## config.mk

```make
export PLATFORM = sky130hd
export DESIGN_NAME = fixed_block_pool_allocator_top
export DESIGN_NICKNAME = d
export VERILOG_FILES = /design/src/rtl/core/fbpa_pkg.sv /design/src/rtl/core/fbpa_div.sv /design/src/rtl/core/fbpa_datapath.sv /design/src/rtl/core/fbpa_ctrl.sv /design/src/rtl/core/fixed_block_pool_allocator_top.sv
export VERILOG_INCLUDE_DIRS = /design/src /design/src/rtl/core
export SDC_FILE = /design/constraint.sdc
export NUM_CORES = 1
export LEC_CHECK = 0
export BUFFER_PORTS_ARGS = -buffer_cell sky130_fd_sc_hd__buf_2
export CORE_MARGIN = 3
export CORE_UTILIZATION = 57
export DETAILED_ROUTE_END_ITERATION = 8
export HOLD_SLACK_MARGIN = 0.08
export PLACE_DENSITY = 0.82
export REMOVE_ABC_BUFFERS = 1
export SLEW_MARGIN = 20
export SYNTH_ARGS = -nofsm -noshare
export SYNTH_HDL_FRONTEND = slang
export SYNTH_SLANG_ARGS = --single-unit
```

## constraint.sdc

```tcl
create_clock -name i_clk -period 5.4 [get_ports i_clk]
set_input_delay 1.08 -clock i_clk [delete_from_list [all_inputs] [get_ports i_clk]]
set_output_delay 1.08 -clock i_clk [all_outputs]
set_load 0.05 [all_outputs]
```

## src/rtl/core/fixed_block_pool_allocator_top_macros.svh

```systemverilog
// ----------------------------------------------------------------------------
// fixed_block_pool_allocator_top_macros
// assertion helpers used by the block pool allocator datapath
// ----------------------------------------------------------------------------
`ifndef FIXED_BLOCK_POOL_ALLOCATOR_TOP_MACROS_SVH
`define FIXED_BLOCK_POOL_ALLOCATOR_TOP_MACROS_SVH

// same-cycle implication, off while reset is held
`define FBPA_ASSERT_NOW(label, clk, rst_n, ante, cons) \
    label: assert property (@(posedge clk) disable iff (!rst_n) (ante) |-> (cons)) \
        else $error("fbpa: same-cycle check failed");

// next-cycle implication, off while reset is held
`define FBPA_ASSERT_NEXT(label, clk, rst_n, ante, cons) \
    label: assert property (@(posedge clk) disable iff (!rst_n) (ante) |=> (cons)) \
        else $error("fbpa: next-cycle check failed");

`endif

```

## src/rtl/core/fbpa_pkg.sv

```systemverilog
// ----------------------------------------------------------------------------
// fbpa_pkg
// types, codes and constants of the fixed block pool allocator
// ----------------------------------------------------------------------------
package fbpa_pkg;

    // sizes
    localparam int unsigned MAX_BLOCKS_DEF = 256;
    localparam int unsigned ADDR_BITS      = 32;
    localparam int unsigned BSIZE_W        = 16;
    localparam int unsigned COUNT_W        = 9;
    localparam int unsigned WORD_BITS      = 8;
    localparam int unsigned BIT_W          = 3;
    localparam int unsigned CFG_IDX_W      = 2;
    localparam int unsigned CFG_DATA_W     = 32;

    // register values after reset
    localparam logic [ADDR_BITS-1:0] BASE_RST   = 32'd4096;
    localparam logic [BSIZE_W-1:0]   BSIZE_RST  = 16'd32;
    localparam logic [COUNT_W-1:0]   BTOTAL_RST = 9'd256;

    // request kinds
    localparam logic OP_ALLOC = 1'b0;
    localparam logic OP_FREE  = 1'b1;

    // register indexes
    typedef enum logic [CFG_IDX_W-1:0] {
        CFG_BASE_ADDRESS = 2'd0,
        CFG_BLOCK_SIZE   = 2'd1,
        CFG_BLOCK_TOTAL  = 2'd2
    } t_cfg_reg;

    // result status codes
    typedef enum logic [1:0] {
        ST_OK           = 2'd0,
        ST_EMPTY        = 2'd1,
        ST_INVALID      = 2'd2,
        ST_ALREADY_FREE = 2'd3
    } t_status;

    // how the result of a request is formed
    typedef enum logic [1:0] {
        KIND_EMPTY   = 2'd0,
        KIND_INVALID = 2'd1,
        KIND_ALLOC   = 2'd2,
        KIND_FREE    = 2'd3
    } t_kind;

    typedef struct packed {
        logic                 op;
        logic [ADDR_BITS-1:0] release_address;
    } t_in_beat;

    typedef struct packed {
        t_status              status;
        logic [ADDR_BITS-1:0] granted_address;
        logic [COUNT_W-1:0]   blocks_left;
    } t_out_beat;

    // controller to datapath
    typedef struct packed {
        logic  sweep_wr;
        logic  sweep_done;
        logic  addr_clr;
        logic  addr_inc;
        logic  addr_load_quot;
        logic  mem_rd;
        logic  pick_bit;
        logic  div_start;
        logic  commit;
        t_kind kind;
    } t_dp_cmd;

    // datapath to controller
    typedef struct packed {
        logic op;
        logic addr_zero;
        logic usable_zero;
        logic count_zero;
        logic word_nz;
        logic div_done;
        logic rem_zero;
        logic quot_ok;
        logic sweep_last;
        logic out_free;
        logic cfg_reinit;
    } t_dp_stat;

endpackage

```

## src/rtl/core/fbpa_div.sv

```systemverilog
// ----------------------------------------------------------------------------
// fbpa_div
// bit-serial restoring divider, one quotient bit per cycle
// ----------------------------------------------------------------------------
module fbpa_div (
    input  logic                             i_clk,
    input  logic                             i_rst_n,
    input  logic                             i_start,
    input  logic [fbpa_pkg::ADDR_BITS-1:0]   i_dividend,
    input  logic [fbpa_pkg::BSIZE_W-1:0]     i_divisor,
    output logic                             o_done,
    output logic [fbpa_pkg::ADDR_BITS-1:0]   o_quot,
    output logic [fbpa_pkg::BSIZE_W-1:0]     o_rem
);

    localparam int unsigned CNT_W = $clog2(fbpa_pkg::ADDR_BITS);

    logic                            r_busy;
    logic                            r_done;
    logic [CNT_W-1:0]                r_cnt;
    logic [fbpa_pkg::ADDR_BITS-1:0]  r_q;
    logic [fbpa_pkg::BSIZE_W-1:0]    r_rem;

    logic [fbpa_pkg::BSIZE_W:0]      rem_sh;
    logic [fbpa_pkg::BSIZE_W:0]      dvs_ext;
    logic [fbpa_pkg::BSIZE_W:0]      rem_diff;
    logic                            fits;

    // one shift and trial subtract
    always_comb begin
        rem_sh   = {r_rem, r_q[fbpa_pkg::ADDR_BITS-1]};
        dvs_ext  = {1'b0, i_divisor};
        rem_diff = rem_sh - dvs_ext;
        fits     = (rem_sh >= dvs_ext);
    end

    // control of the iteration
    always_ff @(posedge i_clk) begin
        if (!i_rst_n) begin
            r_busy <= 1'b0;
            r_done <= 1'b0;
            r_cnt  <= '0;
        end else begin
            r_done <= 1'b0;
            if (i_start) begin
                r_busy <= 1'b1;
                r_cnt  <= CNT_W'(fbpa_pkg::ADDR_BITS - 1);
            end else if (r_busy) begin
                r_cnt <= r_cnt - CNT_W'(1);
                if (r_cnt == '0) begin
                    r_busy <= 1'b0;
                    r_done <= 1'b1;
                end
            end
        end
    end

    // quotient and remainder
    always_ff @(posedge i_clk) begin
        if (i_start) begin
            r_q   <= i_dividend;
            r_rem <= '0;
        end else if (r_busy) begin
            r_q   <= {r_q[fbpa_pkg::ADDR_BITS-2:0], fits};
            r_rem <= fits ? rem_diff[fbpa_pkg::BSIZE_W-1:0] : rem_sh[fbpa_pkg::BSIZE_W-1:0];
        end
    end

    assign o_done = r_done;
    assign o_quot = r_q;
    assign o_rem  = r_rem;

endmodule

```

## src/rtl/core/fbpa_datapath.sv

```systemverilog
// ----------------------------------------------------------------------------
// fbpa_datapath
// registers, free bitmap memory, divider, address math and result register
// ----------------------------------------------------------------------------
`include "fixed_block_pool_allocator_top_macros.svh"

module fbpa_datapath #(
    parameter int unsigned MAX_BLOCKS = fbpa_pkg::MAX_BLOCKS_DEF
) (
    input  logic                              i_clk,
    input  logic                              i_rst_n,
    input  logic                              i_in_fire,
    input  fbpa_pkg::t_in_beat                i_in,
    input  logic                              i_cfg_fire,
    input  logic [fbpa_pkg::CFG_IDX_W-1:0]    i_cfg_index,
    input  logic [fbpa_pkg::CFG_DATA_W-1:0]   i_cfg_data,
    input  logic                              i_out_stall,
    output logic                              o_out_valid,
    output fbpa_pkg::t_out_beat               o_out,
    input  fbpa_pkg::t_dp_cmd                 i_cmd,
    output fbpa_pkg::t_dp_stat                o_stat
);

    localparam int unsigned NWORDS = (MAX_BLOCKS + fbpa_pkg::WORD_BITS - 1) / fbpa_pkg::WORD_BITS;
    localparam int unsigned AW     = (NWORDS > 1) ? $clog2(NWORDS) : 1;
    localparam int unsigned IDX_W  = AW + fbpa_pkg::BIT_W;
    localparam int unsigned PROD_W = fbpa_pkg::BSIZE_W + IDX_W;
    localparam logic [AW-1:0] LAST_WORD = AW'(NWORDS - 1);

    // configuration
    logic [fbpa_pkg::ADDR_BITS-1:0]  r_base_address;
    logic [fbpa_pkg::BSIZE_W-1:0]    r_block_size;
    logic [fbpa_pkg::COUNT_W-1:0]    r_block_total;
    logic [fbpa_pkg::COUNT_W-1:0]    usable;
    logic                            cfg_hit;

    // request and pool state
    fbpa_pkg::t_in_beat              r_in;
    logic [fbpa_pkg::COUNT_W-1:0]    r_free_total;
    logic [AW-1:0]                   r_waddr;
    logic [fbpa_pkg::BIT_W-1:0]      r_bit;
    logic [fbpa_pkg::BIT_W-1:0]      low_bit;
    logic [PROD_W-1:0]               r_prod;

    // free bitmap memory
    logic [fbpa_pkg::WORD_BITS-1:0]  mem [NWORDS];
    logic [fbpa_pkg::WORD_BITS-1:0]  r_rd_word;
    logic [fbpa_pkg::WORD_BITS-1:0]  bit_mask;
    logic                            mem_we;
    logic [fbpa_pkg::WORD_BITS-1:0]  mem_wdata;

    // divider
    logic [fbpa_pkg::ADDR_BITS-1:0]  offset;
    logic                            div_done;
    logic [fbpa_pkg::ADDR_BITS-1:0]  div_quot;
    logic [fbpa_pkg::BSIZE_W-1:0]    div_rem;

    // result
    fbpa_pkg::t_status               res_status;
    logic [fbpa_pkg::ADDR_BITS-1:0]  res_grant;
    logic [fbpa_pkg::COUNT_W-1:0]    res_count;
    logic                            out_free;
    logic                            r_out_valid;
    fbpa_pkg::t_out_beat             r_out;

    // config register writes
    always_ff @(posedge i_clk) begin
        if (!i_rst_n) begin
            r_base_address <= fbpa_pkg::BASE_RST;
            r_block_size   <= fbpa_pkg::BSIZE_RST;
            r_block_total  <= fbpa_pkg::BTOTAL_RST;
        end else if (i_cfg_fire) begin
            case (i_cfg_index)
                fbpa_pkg::CFG_BASE_ADDRESS: begin
                    r_base_address <= i_cfg_data[fbpa_pkg::ADDR_BITS-1:0];
                end
                fbpa_pkg::CFG_BLOCK_SIZE: begin
                    r_block_size <= i_cfg_data[fbpa_pkg::BSIZE_W-1:0];
                end
                fbpa_pkg::CFG_BLOCK_TOTAL: begin
                    r_block_total <= i_cfg_data[fbpa_pkg::COUNT_W-1:0];
                end
                default: begin
                end
            endcase
        end
    end

    assign cfg_hit = (i_cfg_index == fbpa_pkg::CFG_BASE_ADDRESS) ||
                     (i_cfg_index == fbpa_pkg::CFG_BLOCK_SIZE) ||
                     (i_cfg_index == fbpa_pkg::CFG_BLOCK_TOTAL);

    // usable block count: block_total capped at the pool size, zero for empty blocks
    always_comb begin
        if (r_block_size == '0) begin
            usable = '0;
        end else if (32'(r_block_total) > 32'(MAX_BLOCKS)) begin
            usable = fbpa_pkg::COUNT_W'(MAX_BLOCKS);
        end else begin
            usable = r_block_total;
        end
    end

    // request capture
    always_ff @(posedge i_clk) begin
        if (i_in_fire) begin
            r_in <= i_in;
        end
    end

    // offset to block index
    assign offset = r_in.release_address - r_base_address;

    fbpa_div u_div (
        .i_clk      (i_clk),
        .i_rst_n    (i_rst_n),
        .i_start    (i_cmd.div_start),
        .i_dividend (offset),
        .i_divisor  (r_block_size),
        .o_done     (div_done),
        .o_quot     (div_quot),
        .o_rem      (div_rem)
    );

    // lowest free bit of the word just read
    always_comb begin
        low_bit = '0;
        for (int i = fbpa_pkg::WORD_BITS - 1; i >= 0; i--) begin
            if (r_rd_word[i]) begin
                low_bit = fbpa_pkg::BIT_W'(i);
            end
        end
    end

    // word address and bit position
    always_ff @(posedge i_clk) begin
        if (!i_rst_n) begin
            r_waddr <= '0;
        end else if (i_cmd.addr_clr) begin
            r_waddr <= '0;
        end else if (i_cmd.addr_inc) begin
            r_waddr <= r_waddr + AW'(1);
        end else if (i_cmd.addr_load_quot) begin
            r_waddr <= div_quot[fbpa_pkg::BIT_W +: AW];
        end
    end

    always_ff @(posedge i_clk) begin
        if (i_cmd.pick_bit) begin
            r_bit <= low_bit;
        end else if (i_cmd.addr_load_quot) begin
            r_bit <= div_quot[fbpa_pkg::BIT_W-1:0];
        end
    end

    // block offset of the granted block, registered before the add
    always_ff @(posedge i_clk) begin
        r_prod <= PROD_W'(r_block_size) * PROD_W'({r_waddr, r_bit});
    end

    assign bit_mask = fbpa_pkg::WORD_BITS'(1) << r_bit;

    // result of the request and bitmap update
    always_comb begin
        res_status = fbpa_pkg::ST_OK;
        res_grant  = '0;
        res_count  = r_free_total;
        mem_we     = 1'b0;
        mem_wdata  = '1;
        if (i_cmd.sweep_wr) begin
            mem_we = 1'b1;
        end else begin
            case (i_cmd.kind)
                fbpa_pkg::KIND_EMPTY: begin
                    res_status = fbpa_pkg::ST_EMPTY;
                end
                fbpa_pkg::KIND_INVALID: begin
                    res_status = fbpa_pkg::ST_INVALID;
                end
                fbpa_pkg::KIND_ALLOC: begin
                    res_grant = r_base_address + fbpa_pkg::ADDR_BITS'(r_prod);
                    res_count = r_free_total - fbpa_pkg::COUNT_W'(1);
                    mem_we    = i_cmd.commit;
                    mem_wdata = r_rd_word & ~bit_mask;
                end
                fbpa_pkg::KIND_FREE: begin
                    if (r_rd_word[r_bit]) begin
                        res_status = fbpa_pkg::ST_ALREADY_FREE;
                    end else begin
                        res_count = r_free_total + fbpa_pkg::COUNT_W'(1);
                        mem_we    = i_cmd.commit;
                        mem_wdata = r_rd_word | bit_mask;
                    end
                end
                default: begin
                end
            endcase
        end
    end

    // bitmap memory, one port, registered read
    always_ff @(posedge i_clk) begin
        if (mem_we) begin
            mem[r_waddr] <= mem_wdata;
        end
        if (i_cmd.mem_rd) begin
            r_rd_word <= mem[r_waddr];
        end
    end

    // free block count
    always_ff @(posedge i_clk) begin
        if (!i_rst_n) begin
            r_free_total <= '0;
        end else if (i_cmd.sweep_done) begin
            r_free_total <= usable;
        end else if (i_cmd.commit) begin
            r_free_total <= res_count;
        end
    end

    // output register
    assign out_free = !r_out_valid || !i_out_stall;

    always_ff @(posedge i_clk) begin
        if (!i_rst_n) begin
            r_out_valid <= 1'b0;
        end else if (i_cmd.commit) begin
            r_out_valid <= 1'b1;
        end else if (!i_out_stall) begin
            r_out_valid <= 1'b0;
        end
    end

    always_ff @(posedge i_clk) begin
        if (i_cmd.commit) begin
            r_out.status          <= res_status;
            r_out.granted_address <= res_grant;
            r_out.blocks_left     <= res_count;
        end
    end

    assign o_out_valid = r_out_valid;
    assign o_out       = r_out;

    // status to the controller
    always_comb begin
        o_stat.op          = r_in.op;
        o_stat.addr_zero   = (r_in.release_address == '0);
        o_stat.usable_zero = (usable == '0);
        o_stat.count_zero  = (r_free_total == '0);
        o_stat.word_nz     = |r_rd_word;
        o_stat.div_done    = div_done;
        o_stat.rem_zero    = (div_rem == '0);
        o_stat.quot_ok     = (div_quot < fbpa_pkg::ADDR_BITS'(usable));
        o_stat.sweep_last  = (r_waddr == LAST_WORD);
        o_stat.out_free    = out_free;
        o_stat.cfg_reinit  = i_cfg_fire && cfg_hit;
    end

    // checks
    `FBPA_ASSERT_NOW(a_commit_room, i_clk, i_rst_n, i_cmd.commit, out_free)
    `FBPA_ASSERT_NOW(a_alloc_picks_free, i_clk, i_rst_n, i_cmd.commit && (i_cmd.kind == fbpa_pkg::KIND_ALLOC), (r_free_total != '0) && r_rd_word[r_bit])
    `FBPA_ASSERT_NEXT(a_commit_shows, i_clk, i_rst_n, i_cmd.commit, r_out_valid)
    `FBPA_ASSERT_NOW(a_sweep_alone, i_clk, i_rst_n, i_cmd.sweep_wr, !i_cmd.commit && !i_cmd.mem_rd)

endmodule

```

## src/rtl/core/fbpa_ctrl.sv

```systemverilog
// ----------------------------------------------------------------------------
// fbpa_ctrl
// sequencer for the clearing pass, allocate scan and free check
// ----------------------------------------------------------------------------
module fbpa_ctrl (
    input  logic               i_clk,
    input  logic               i_rst_n,
    input  logic               i_in_valid,
    input  logic               i_cfg_valid,
    output logic               o_in_stall,
    output logic               o_cfg_ready,
    input  fbpa_pkg::t_dp_stat i_stat,
    output fbpa_pkg::t_dp_cmd  o_cmd
);

    typedef enum logic [3:0] {
        S_IDLE,
        S_SWEEP,
        S_DECODE,
        S_ALLOC_RD,
        S_ALLOC_CHK,
        S_GRANT_MUL,
        S_FREE_WAIT,
        S_FREE_CHK,
        S_FREE_RD,
        S_RESULT
    } t_state;

    t_state          r_state;
    t_state          n_state;
    fbpa_pkg::t_kind r_kind;
    fbpa_pkg::t_kind n_kind;
    logic            in_ready;
    logic            in_fire;

    // items are taken only when idle and no config beat is waiting
    assign in_ready    = (r_state == S_IDLE) && !i_cfg_valid;
    assign in_fire     = i_in_valid && in_ready;
    assign o_in_stall  = !in_ready;
    assign o_cfg_ready = (r_state == S_IDLE) || (r_state == S_SWEEP);

    // next state and datapath commands
    always_comb begin
        n_state    = r_state;
        n_kind     = r_kind;
        o_cmd      = '0;
        o_cmd.kind = r_kind;
        case (r_state)
            S_IDLE: begin
                if (i_stat.cfg_reinit) begin
                    o_cmd.addr_clr = 1'b1;
                    n_state        = S_SWEEP;
                end else if (in_fire) begin
                    n_state = S_DECODE;
                end
            end
            S_SWEEP: begin
                if (i_stat.cfg_reinit) begin
                    o_cmd.addr_clr = 1'b1;
                end else begin
                    o_cmd.sweep_wr = 1'b1;
                    o_cmd.addr_inc = 1'b1;
                    if (i_stat.sweep_last) begin
                        o_cmd.sweep_done = 1'b1;
                        n_state          = S_IDLE;
                    end
                end
            end
            S_DECODE: begin
                if (i_stat.op == fbpa_pkg::OP_ALLOC) begin
                    if (i_stat.count_zero) begin
                        n_kind  = fbpa_pkg::KIND_EMPTY;
                        n_state = S_RESULT;
                    end else begin
                        o_cmd.addr_clr = 1'b1;
                        n_state        = S_ALLOC_RD;
                    end
                end else begin
                    if (i_stat.addr_zero || i_stat.usable_zero) begin
                        n_kind  = fbpa_pkg::KIND_INVALID;
                        n_state = S_RESULT;
                    end else begin
                        o_cmd.div_start = 1'b1;
                        n_state         = S_FREE_WAIT;
                    end
                end
            end
            S_ALLOC_RD: begin
                o_cmd.mem_rd = 1'b1;
                n_state      = S_ALLOC_CHK;
            end
            S_ALLOC_CHK: begin
                if (i_stat.word_nz) begin
                    o_cmd.pick_bit = 1'b1;
                    n_state        = S_GRANT_MUL;
                end else begin
                    o_cmd.addr_inc = 1'b1;
                    n_state        = S_ALLOC_RD;
                end
            end
            S_GRANT_MUL: begin
                n_kind  = fbpa_pkg::KIND_ALLOC;
                n_state = S_RESULT;
            end
            S_FREE_WAIT: begin
                if (i_stat.div_done) begin
                    n_state = S_FREE_CHK;
                end
            end
            S_FREE_CHK: begin
                if (!i_stat.rem_zero || !i_stat.quot_ok) begin
                    n_kind  = fbpa_pkg::KIND_INVALID;
                    n_state = S_RESULT;
                end else begin
                    o_cmd.addr_load_quot = 1'b1;
                    n_state              = S_FREE_RD;
                end
            end
            S_FREE_RD: begin
                o_cmd.mem_rd = 1'b1;
                n_kind       = fbpa_pkg::KIND_FREE;
                n_state      = S_RESULT;
            end
            S_RESULT: begin
                if (i_stat.out_free) begin
                    o_cmd.commit = 1'b1;
                    n_state      = S_IDLE;
                end
            end
            default: begin
                n_state = S_IDLE;
            end
        endcase
    end

    // state and result kind
    always_ff @(posedge i_clk) begin
        if (!i_rst_n) begin
            r_state <= S_SWEEP;
            r_kind  <= fbpa_pkg::KIND_EMPTY;
        end else begin
            r_state <= n_state;
            r_kind  <= n_kind;
        end
    end

endmodule

```

## src/rtl/core/fixed_block_pool_allocator_top.sv

```systemverilog
// ----------------------------------------------------------------------------
// fixed_block_pool_allocator_top
// fixed-size block pool allocator with free bitmap and free block count
// ----------------------------------------------------------------------------
// One request at a time. An allocate scans the free bitmap one 8-block
// word at a time from block 0 up to the first free block, reading and then
// checking each word of the single-port bitmap memory, and registers the
// block offset before the granted address is formed. A free that passes
// the null and empty-pool checks waits for the bit-serial divider that
// turns the address offset into a block index (32 steps); null addresses
// and an empty pool answer without the divider. After reset and after
// every write to a known register the bitmap is refilled by a clearing
// pass during which requests are stalled; config beats are still taken
// and restart the pass. A finished result waits in an output register
// while the next request is accepted.
module fixed_block_pool_allocator_top #(
    parameter int unsigned MAX_BLOCKS = fbpa_pkg::MAX_BLOCKS_DEF
) (
    input  logic                              i_clk,
    input  logic                              i_rst_n,
    input  logic                              i_in_valid,
    output logic                              o_in_stall,
    input  fbpa_pkg::t_in_beat                i_in,
    output logic                              o_out_valid,
    input  logic                              i_out_stall,
    output fbpa_pkg::t_out_beat               o_out,
    input  logic                              i_cfg_valid,
    output logic                              o_cfg_ready,
    input  logic [fbpa_pkg::CFG_IDX_W-1:0]    i_cfg_index,
    input  logic [fbpa_pkg::CFG_DATA_W-1:0]   i_cfg_data
);

    fbpa_pkg::t_dp_cmd  dp_cmd;
    fbpa_pkg::t_dp_stat dp_stat;
    logic               in_fire;
    logic               cfg_fire;

    // handshakes
    assign in_fire  = i_in_valid && !o_in_stall;
    assign cfg_fire = i_cfg_valid && o_cfg_ready;

    fbpa_ctrl u_ctrl (
        .i_clk       (i_clk),
        .i_rst_n     (i_rst_n),
        .i_in_valid  (i_in_valid),
        .i_cfg_valid (i_cfg_valid),
        .o_in_stall  (o_in_stall),
        .o_cfg_ready (o_cfg_ready),
        .i_stat      (dp_stat),
        .o_cmd       (dp_cmd)
    );

    fbpa_datapath #(
        .MAX_BLOCKS (MAX_BLOCKS)
    ) u_datapath (
        .i_clk       (i_clk),
        .i_rst_n     (i_rst_n),
        .i_in_fire   (in_fire),
        .i_in        (i_in),
        .i_cfg_fire  (cfg_fire),
        .i_cfg_index (i_cfg_index),
        .i_cfg_data  (i_cfg_data),
        .i_out_stall (i_out_stall),
        .o_out_valid (o_out_valid),
        .o_out       (o_out),
        .i_cmd       (dp_cmd),
        .o_stat      (dp_stat)
    );

endmodule

```

==> results of run 1 <==
cells by family (layout without fill, tap and decap cells):
kind of cell | after synthesis | in the layout | synth area share [%]
buf+inv | 305 | 445 | 4.24
flops | 500 | 500 | 49.2
mux | 115 | 115 | 7.50
compound gates | 452 | 452 | 10.7
xor+xnor | 74 | 74 | 2.32
other cells | 0 | 2 | 0
simple gates | 799 | 799 | 13.9
fa+ha+maj | 219 | 219 | 12.1
critical path, cell delays in order, from the launching register on:
cell     delay, ps
dfxtp_4        360
inv_1          250
buf_4          210
nor2_1          60
fa_1           420
fa_1           500
fa_1           490
inv_1           50
fa_1           560
inv_1           50
ha_1           340
a21o_1         180
a21oi_1        290
o21ai_0        160
a41oi_2        240
a21oi_1        150
a311o_1        370
a21oi_1        190
xnor2_1        140
state kept, by name, indices dropped and copies added (netlist names), 2 cells and up:
name                       cells
u_datapath.mem               256
u_datapath.r_block_total       9
u_datapath.r_waddr             5
u_ctrl.r_kind                  2
u_datapath.r_base_address     32
u_datapath.o_out              43
u_datapath.u_div.o_quot       32
u_datapath.r_prod             24
u_datapath.u_div.o_rem        16
u_ctrl.r_state                 4
u_datapath.r_in               32
u_datapath.r_rd_word           8
u_datapath.u_div.r_cnt         5
u_datapath.r_free_total        9
u_datapath.r_block_size       16
u_datapath.r_bit               3
per-layer routing:
layer | vias up | track usage, % | part of all wire (%)
met2 | 976 | 46.9 | 47
met1 | 9756 | 36.5 | 39
met5 | - | 0 | 0.042
li1 | 9077 | - | -
met4 | 4 | 13.6 | 5.3
met3 | 208 | 5.02 | 8.4
cells in the mapped netlist (11+ instances only):
cell	n	share of area (%)
fa_1	87	6.2
dfxtp_1	125	9.0
ha_1	132	5.9
nand4_1	28	0.63
nand2_1	262	3.5
and3_1	16	0.36
clkbuf_1	84	1.1
buf_2	18	0.32
o211ai_1	13	0.35
nor4_1	30	0.67
and2_1	75	1.7
a21oi_1	110	2.0
a21o_1	32	0.86
inv_1	194	2.6
a211oi_1	14	0.38
mux2i_1	35	1.3
o31ai_1	15	0.40
nor2b_1	39	0.87
nand2b_1	21	0.47
xnor2_1	44	1.4
edfxtp_1	375	40
o21ai_0	90	1.6
xor2_1	30	0.94
nand3_1	44	0.79
or3_1	13	0.29
a21boi_0	57	1.5
mux4_2	74	6.0
nor3b_1	11	0.30
o2111ai_1	11	0.34
o21a_1	29	0.78
nor3_1	36	0.64
nor2_1	181	2.4
cell type report:
class                           instances  share of cell area [%]
Antenna cell                            2                  0.0162
Clock inverter                         26                    1.05
Clock buffer                           68                    4.63
Timing Repair Buffer                  156                    2.84
Inverter                              195                    2.36
Tap cell                              615                    2.48
Multi-Input combinational cell       1659                    42.2
Sequential cell                       500                    44.5
metrics by stage:
step | std cells | TNS, ps | power (mW) | utilization [%]
after global routing | 3220 | 0 | 8.61 | 64.5
after global placement | 3125 | 0 | 4.76 | 60.7
after floorplan | 2354 | -35110 | 4.59 | -
after detailed placement | 3125 | 0 | 4.77 | 60.7
final | 3221 | 0 | 8.37 | 64.5
after CTS | 3219 | 0 | 8.40 | 64.4
timing repair:
action	CTS	global route
gates resized for setup	0	1
hold buffers	0	0
setup buffers	0	0
setup endpoints to repair	0	1
final timing paths:
path / endpoint / startpoint / depth (start not counted)
max: u_datapath.r_prod[22]$_DFF_P_ / u_datapath.r_waddr[0]$_SDFFE_PP0P_ / 18
min: u_datapath.r_base_address[27]$_SDFFE_PN0P_ / u_datapath.r_base_address[27]$_SDFFE_PN0P_ / 2
max reg2reg: u_datapath.r_prod[22]$_DFF_P_ / u_datapath.r_waddr[0]$_SDFFE_PP0P_ / 18
min reg2reg: u_datapath.r_base_address[27]$_SDFFE_PN0P_ / u_datapath.r_base_address[27]$_SDFFE_PN0P_ / 2
report_power, final:
group	switching [mW]	total [mW]	internal, mW
Sequential	0.0312	4.15	4.12
Clock	1.54	3.67	2.12
Combinational	0.331	0.559	0.228
Total	1.90	8.37	6.47
==> qor.csv, run 1 <==
stage,metric,value,unit
place,port bufs,117,
hold_path,worst hold path class,reg -> reg,
critical_path,Critical Path End Type,register,
global_route,first-pass GRT wire length,112,mm
clocking,CTS tree,built,
route,# DRC,0,
clocking,CTS sink cnt,500,
floorplanning,Core ar.,48000,um^2
global_route,total grt overflow,0,
yosys,Mapped Area,28000,um^2
route,via count,20000,
timing,final hold vios,0,
timing,minimum clock period,5080,ps
clocking,H-tree depth,2,
global_route,largest net degree at the start of global routing,49,
layout,most frequent cells in the layout,"375 x edfxtp_1, 262 x nand2_1, 193 x inv_1",
floorplanning,initial core utilization,58.2,%
yosys,Mapped Cells,2464,
timing,RSZ-0062 raised after global routing,no,
yosys,Post-synth ARST share,0,%
floorplanning,Die Y-Extent,227,um
power_and_ir_drop,P_leak,12.1,nW
critical_path,Worst Path Arrival,5620,ps
route,Post-Route WL,73.2,mm
route,Initial DRC Count,1845,
critical_path,Critical Path RT,5940,ps
clocking,Root Buffer,clkbuf_16,
job,Max Cap Viol,0,
clocking,"CTS clk-pin slew, worst paths",70,ps
yosys,"Seq/Total Area, Yosys",49.2,%
layout,area added between synthesis and finish,10.8,%
floorplanning,IO Pins,118,
run_status,status,completed,
power_and_ir_drop,Cell Pwr Density,270,nW/um^2
floorplanning,die area,51700,um^2
critical_path,reg2reg setup slack,320,ps
floorplanning,Die X,227,um
yosys,Yosys cell types,79,
timing,Max Slew Vio Count,0,
critical_path,WS Path Type,reg -> reg,
timing,PnR worst setup slack,320,ps
timing,relative slew slack,32.8,%
place,dpl cell area,29200,um^2
place,pre-CTS WS,289,ps
route,DRT antenna net count,0,
layout,cell area after layout,31000,um^2
layout,FF+latch area,13800,um^2
layout,area of the multi-input gates,13100,um^2
yosys,Post-synth EDFFs,375,
timing,Fin Hold WS,479,ps
global_route,GRT Total Usage,28.3,%
global_route,vias in the first global route,19800,
yosys,"Avg Cell Area, Syn",11.3,um^2
timing,Max Clock Freq,0.197,GHz
power_and_ir_drop,VDD IR max,0.447,mV
critical_path,crit path max fanout,8,
clocking,maximum clock path buffer count,3,
critical_path,crit path launch type,register,
route,post-detailed-route via-to-cell ratio,6.22,
yosys,post-synthesis register bit count,500,
place,Placer Congestion,1.01,
place,Final HPWL DP,52.7,mm
global_route,initial antenna violation count,5,
clocking,total CTS buffers,51,
clocking,worst skew pair latency,620,ps
timing,period utilisation layout,94.1,%
floorplanning,row count,80,
layout,NumNets Final,2854,
yosys,Synth Flop Type,edfxtp_1,
layout,# fillers,3560,
timing,final setup violation count,0,
route,WL per Instance,22.7,um
yosys,YS warnings,0,
layout,share of layout cells above drive strength 1,13.5,%
layout,"commonest non-fill, non-tap cell in the layout",edfxtp_1,
timing,clk_skew,20.1,ps
route,Pre-antenna DRT Iters,7,
timing,Slew @ Worst Pin,1010,ps
Power figures use the tool's default switching activity.
==> run 2, diff against run 1 <==
--- a/config.mk
+++ b/config.mk
@@ -11,9 +11,10 @@
 export CORE_UTILIZATION = 57
 export DETAILED_ROUTE_END_ITERATION = 8
 export HOLD_SLACK_MARGIN = 0.08
-export PLACE_DENSITY = 0.82
+export PLACE_DENSITY = 0.83
 export REMOVE_ABC_BUFFERS = 1
 export SLEW_MARGIN = 20
 export SYNTH_ARGS = -nofsm -noshare
 export SYNTH_HDL_FRONTEND = slang
+export SYNTH_HIERARCHICAL = 1
 export SYNTH_SLANG_ARGS = --single-unit
==> qor.csv, run 2 <==
stage,metric,value,unit,change
layout,FF+latch area,13800,um^2,about the same
critical_path,Critical Path RT,5930,ps,about the same
critical_path,CP startpoint,u_datapath/r_block_size[3]$_SDFFE_PN0P_,,
timing,Max Clock Freq,0.196,GHz,-0.55%
yosys,post-synthesis register bit count,500,,unchanged
yosys,Post-synth ARST share,0,%,unchanged
place,port bufs,117,,unchanged
yosys,Commonest cells post-synth,"375 x edfxtp_1, 222 x nand2_1, 188 x inv_1, 146 x nor2_1, 133 x ha_1",,
yosys,"Avg Cell Area, Syn",11.7,um^2,+3.3%
global_route,initial antenna violation count,3,,-2
critical_path,Worst Path Arrival,5640,ps,+20 ps
floorplanning,Core ar.,48000,um^2,unchanged
layout,area added between synthesis and finish,10.5,%,
yosys,"count leader, synth",edfxtp_1,,
route,post-detailed-route via-to-cell ratio,6.15,,-1.1%
hold_path,hold path startpoint,u_datapath/r_base_address[23]$_SDFFE_PN0P_,,
timing,period utilisation layout,94.6,%,+0.52 points
power_and_ir_drop,total power,8.31,mW,-0.69%
place,Placer Congestion,0.945,,-6.6%
critical_path,WS Path Type,reg -> reg,,
layout,final std cells w/o fill,3131,,-2.8%
layout,# fillers,3487,,-2.1%
layout,max reg flops,256,,unchanged
timing,PnR worst setup slack,292,ps,-28.2 ps
layout,NumNets Final,2765,,-3.1%
route,via count,19300,,-3.8%
hold_path,worst hold path class,reg -> reg,,
yosys,Mapped Area,27900,um^2,-0.30%
timing,minimum clock period,5110,ps,+28.2 ps
timing,final hold vios,0,,unchanged
route,Post-Route WL,68.9,mm,-5.9%
global_route,largest net degree at the start of global routing,70,,+43%
route,Pre-antenna DRT Iters,7,,unchanged
place,pre-CTS WS,188,ps,-101 ps
floorplanning,die area,51600,um^2,-0.29%
clocking,CTS sink cnt,500,,unchanged
clocking,"CTS clk-pin slew, worst paths",60,ps,about the same
layout,cell area after layout,30800,um^2,-0.55%
timing,Slew @ Worst Pin,1120,ps,+117 ps
clocking,total CTS buffers,51,,unchanged
timing,RSZ-0062 raised after global routing,no,,
power_and_ir_drop,Cell Pwr Density,270,nW/um^2,-0.14%
route,WL per Instance,22.0,um,-3.2%
clocking,H-tree depth,2,,unchanged
layout,Antenna diodes,0,,-2
layout,area of the multi-input gates,13000,um^2,-0.66%
floorplanning,Die Y-Extent,227,um,-0.15%
clocking,worst skew pair latency,600,ps,-20 ps
critical_path,crit path launch type,register,,
timing,clk_skew,23.5,ps,+3.42 ps
place,Final HPWL DP,48.8,mm,-7.4%
global_route,total grt overflow,0,,unchanged
floorplanning,Die X,227,um,-0.15%
yosys,Mapped Cells,2377,,-3.5%
job,Max Cap Viol,0,,unchanged
yosys,YS warnings,6,,+6
clocking,Root Buffer,clkbuf_16,,
clocking,CTS tree,built,,
timing,Max Slew Vio Count,0,,unchanged
timing,relative slew slack,25.0,%,-7.7 points
clocking,maximum clock path buffer count,3,,unchanged
layout,fin util,64.1,%,-0.35 points
layout,"commonest non-fill, non-tap cell in the layout",edfxtp_1,,
floorplanning,initial core utilization,58.0,%,-0.18 points
global_route,first-pass GRT wire length,106,mm,-5.3%
floorplanning,row count,80,,unchanged
route,DRT antenna net count,0,,unchanged
yosys,Synth Flop Type,edfxtp_1,,
yosys,"Seq/Total Area, Yosys",49.4,%,+0.15 points
layout,most flop-heavy register,u_datapath/mem,,
critical_path,crit path max fanout,11,,+3
yosys,Yosys cell types,96,,+22%
global_route,GRT Total Usage,26.5,%,-1.8 points
layout,most frequent cells in the layout,"375 x edfxtp_1, 222 x nand2_1, 188 x inv_1",,
critical_path,Critical Path End Type,register,,
yosys,Yosys top cell by area,edfxtp_1,,
layout,share of layout cells above drive strength 1,15.3,%,+1.8 points
timing,final setup violation count,0,,unchanged
route,Initial DRC Count,1749,,-5.2%
global_route,vias in the first global route,19300,,-2.8%
yosys,ranking of synthesized cells by area,"edfxtp_1 40%, dfxtp_1 9.0%, fa_1 6.2%",,
power_and_ir_drop,VDD IR max,0.324,mV,-28%
clocking,Hold Buf Count CTS,0,,unchanged
run_status,status,completed,,
yosys,Post-synth EDFFs,375,,unchanged
place,dpl cell area,29000,um^2,-0.58%
floorplanning,IO Pins,118,,unchanged
timing,Setup TNS Final,0,ps,unchanged
critical_path,Critical R2R Launch,u_datapath/r_block_size[3]$_SDFFE_PN0P_,,
yosys,Yosys top cell area share,40.4,%,+0.12 points
route,# DRC,0,,unchanged
power_and_ir_drop,P_leak,12.3,nW,+2.2%
timing,Fin Hold WS,491,ps,+12.0 ps
place,placed cells,3032,,-3.0%
## run 2: cell count changes in the layout (fill, tap and decap cells not counted), moves of 20 or more
cell     before  now
nor2_1      181  146
a22oi_1       4   33
xnor2_1      44   64
nand2_1     262  222
mux2_2        5   35
o21ai_0      87   48
and2_1       75  120
## run 2: per-layer routing
metal	up-vias	global-route usage, %	wire, um
li1	8712	-	-
met1	9428	33.6	26600
met2	892	44.4	33500
met3	214	4.91	5460
met4	6	12.6	3320
met5	-	0	34
## run 2: report_power, final
part / switching [mW] / total [mW] / internal, mW / leakage, nW
clock: 1.53 / 3.62 / 2.09 / 0.854
sequential: 0.0381 / 4.15 / 4.11 / 4.95
combinational: 0.314 / 0.537 / 0.223 / 6.53
total: 1.88 / 8.31 / 6.43 / 12.3
## run 2: logic make-up (layout without fill, tap and decap cells)
logic type	Yosys count	in the layout	share of synthesized area [%]
buffers and inverters	294	433	4.16
muxes	127	127	7.70
and+or+nand+nor	721	721	13.0
AOI/OAI and AO/OA	416	416	10.4
adders and majority gates	220	220	12.2
DFF	500	500	49.4
xor gates and xnor gates	99	99	3.11
## run 2: worst paths after layout
kind / endpoint / slack, ps / cells after the start
worst max-delay path: u_datapath/r_prod[22]$_DFF_P_ / 290 / 17
worst min-delay path: u_datapath/r_base_address[23]$_SDFFE_PN0P_ / 490 / 2
worst max register to register: u_datapath/r_prod[22]$_DFF_P_ / 290 / 17
worst min register to register: u_datapath/r_base_address[23]$_SDFFE_PN0P_ / 490 / 2
## run 2: timing repair
action	in CTS	in global routing
gates resized for setup	0	3
endpoints found under the setup margin	0	3
buffers inserted	0	3
## run 2: worst max-delay path, cell delays in order (launching register included)
cell     delay [ps]
dfxtp_1         550
and2_1          210
fa_1            420
fa_1            530
fa_1            550
inv_1            50
fa_1            530
inv_1            40
ha_1            350
a21o_1          130
a21o_1          170
nor3_1           60
a21oi_1         280
a41oi_1         240
a211o_1         340
o21a_1          190
o21ai_0         210
xor2_1          170
## run 2: area by class of cell
| class | count | share of cell area [%] |
|---|---|---|
| Clock inverter | 31 | 1.03 |
| Tap cell | 615 | 2.50 |
| Inverter | 188 | 2.29 |
| Timing Repair Buffer | 149 | 2.70 |
| Sequential cell | 500 | 44.7 |
| Multi-Input combinational cell | 1583 | 42.1 |
| Clock buffer | 65 | 4.66 |
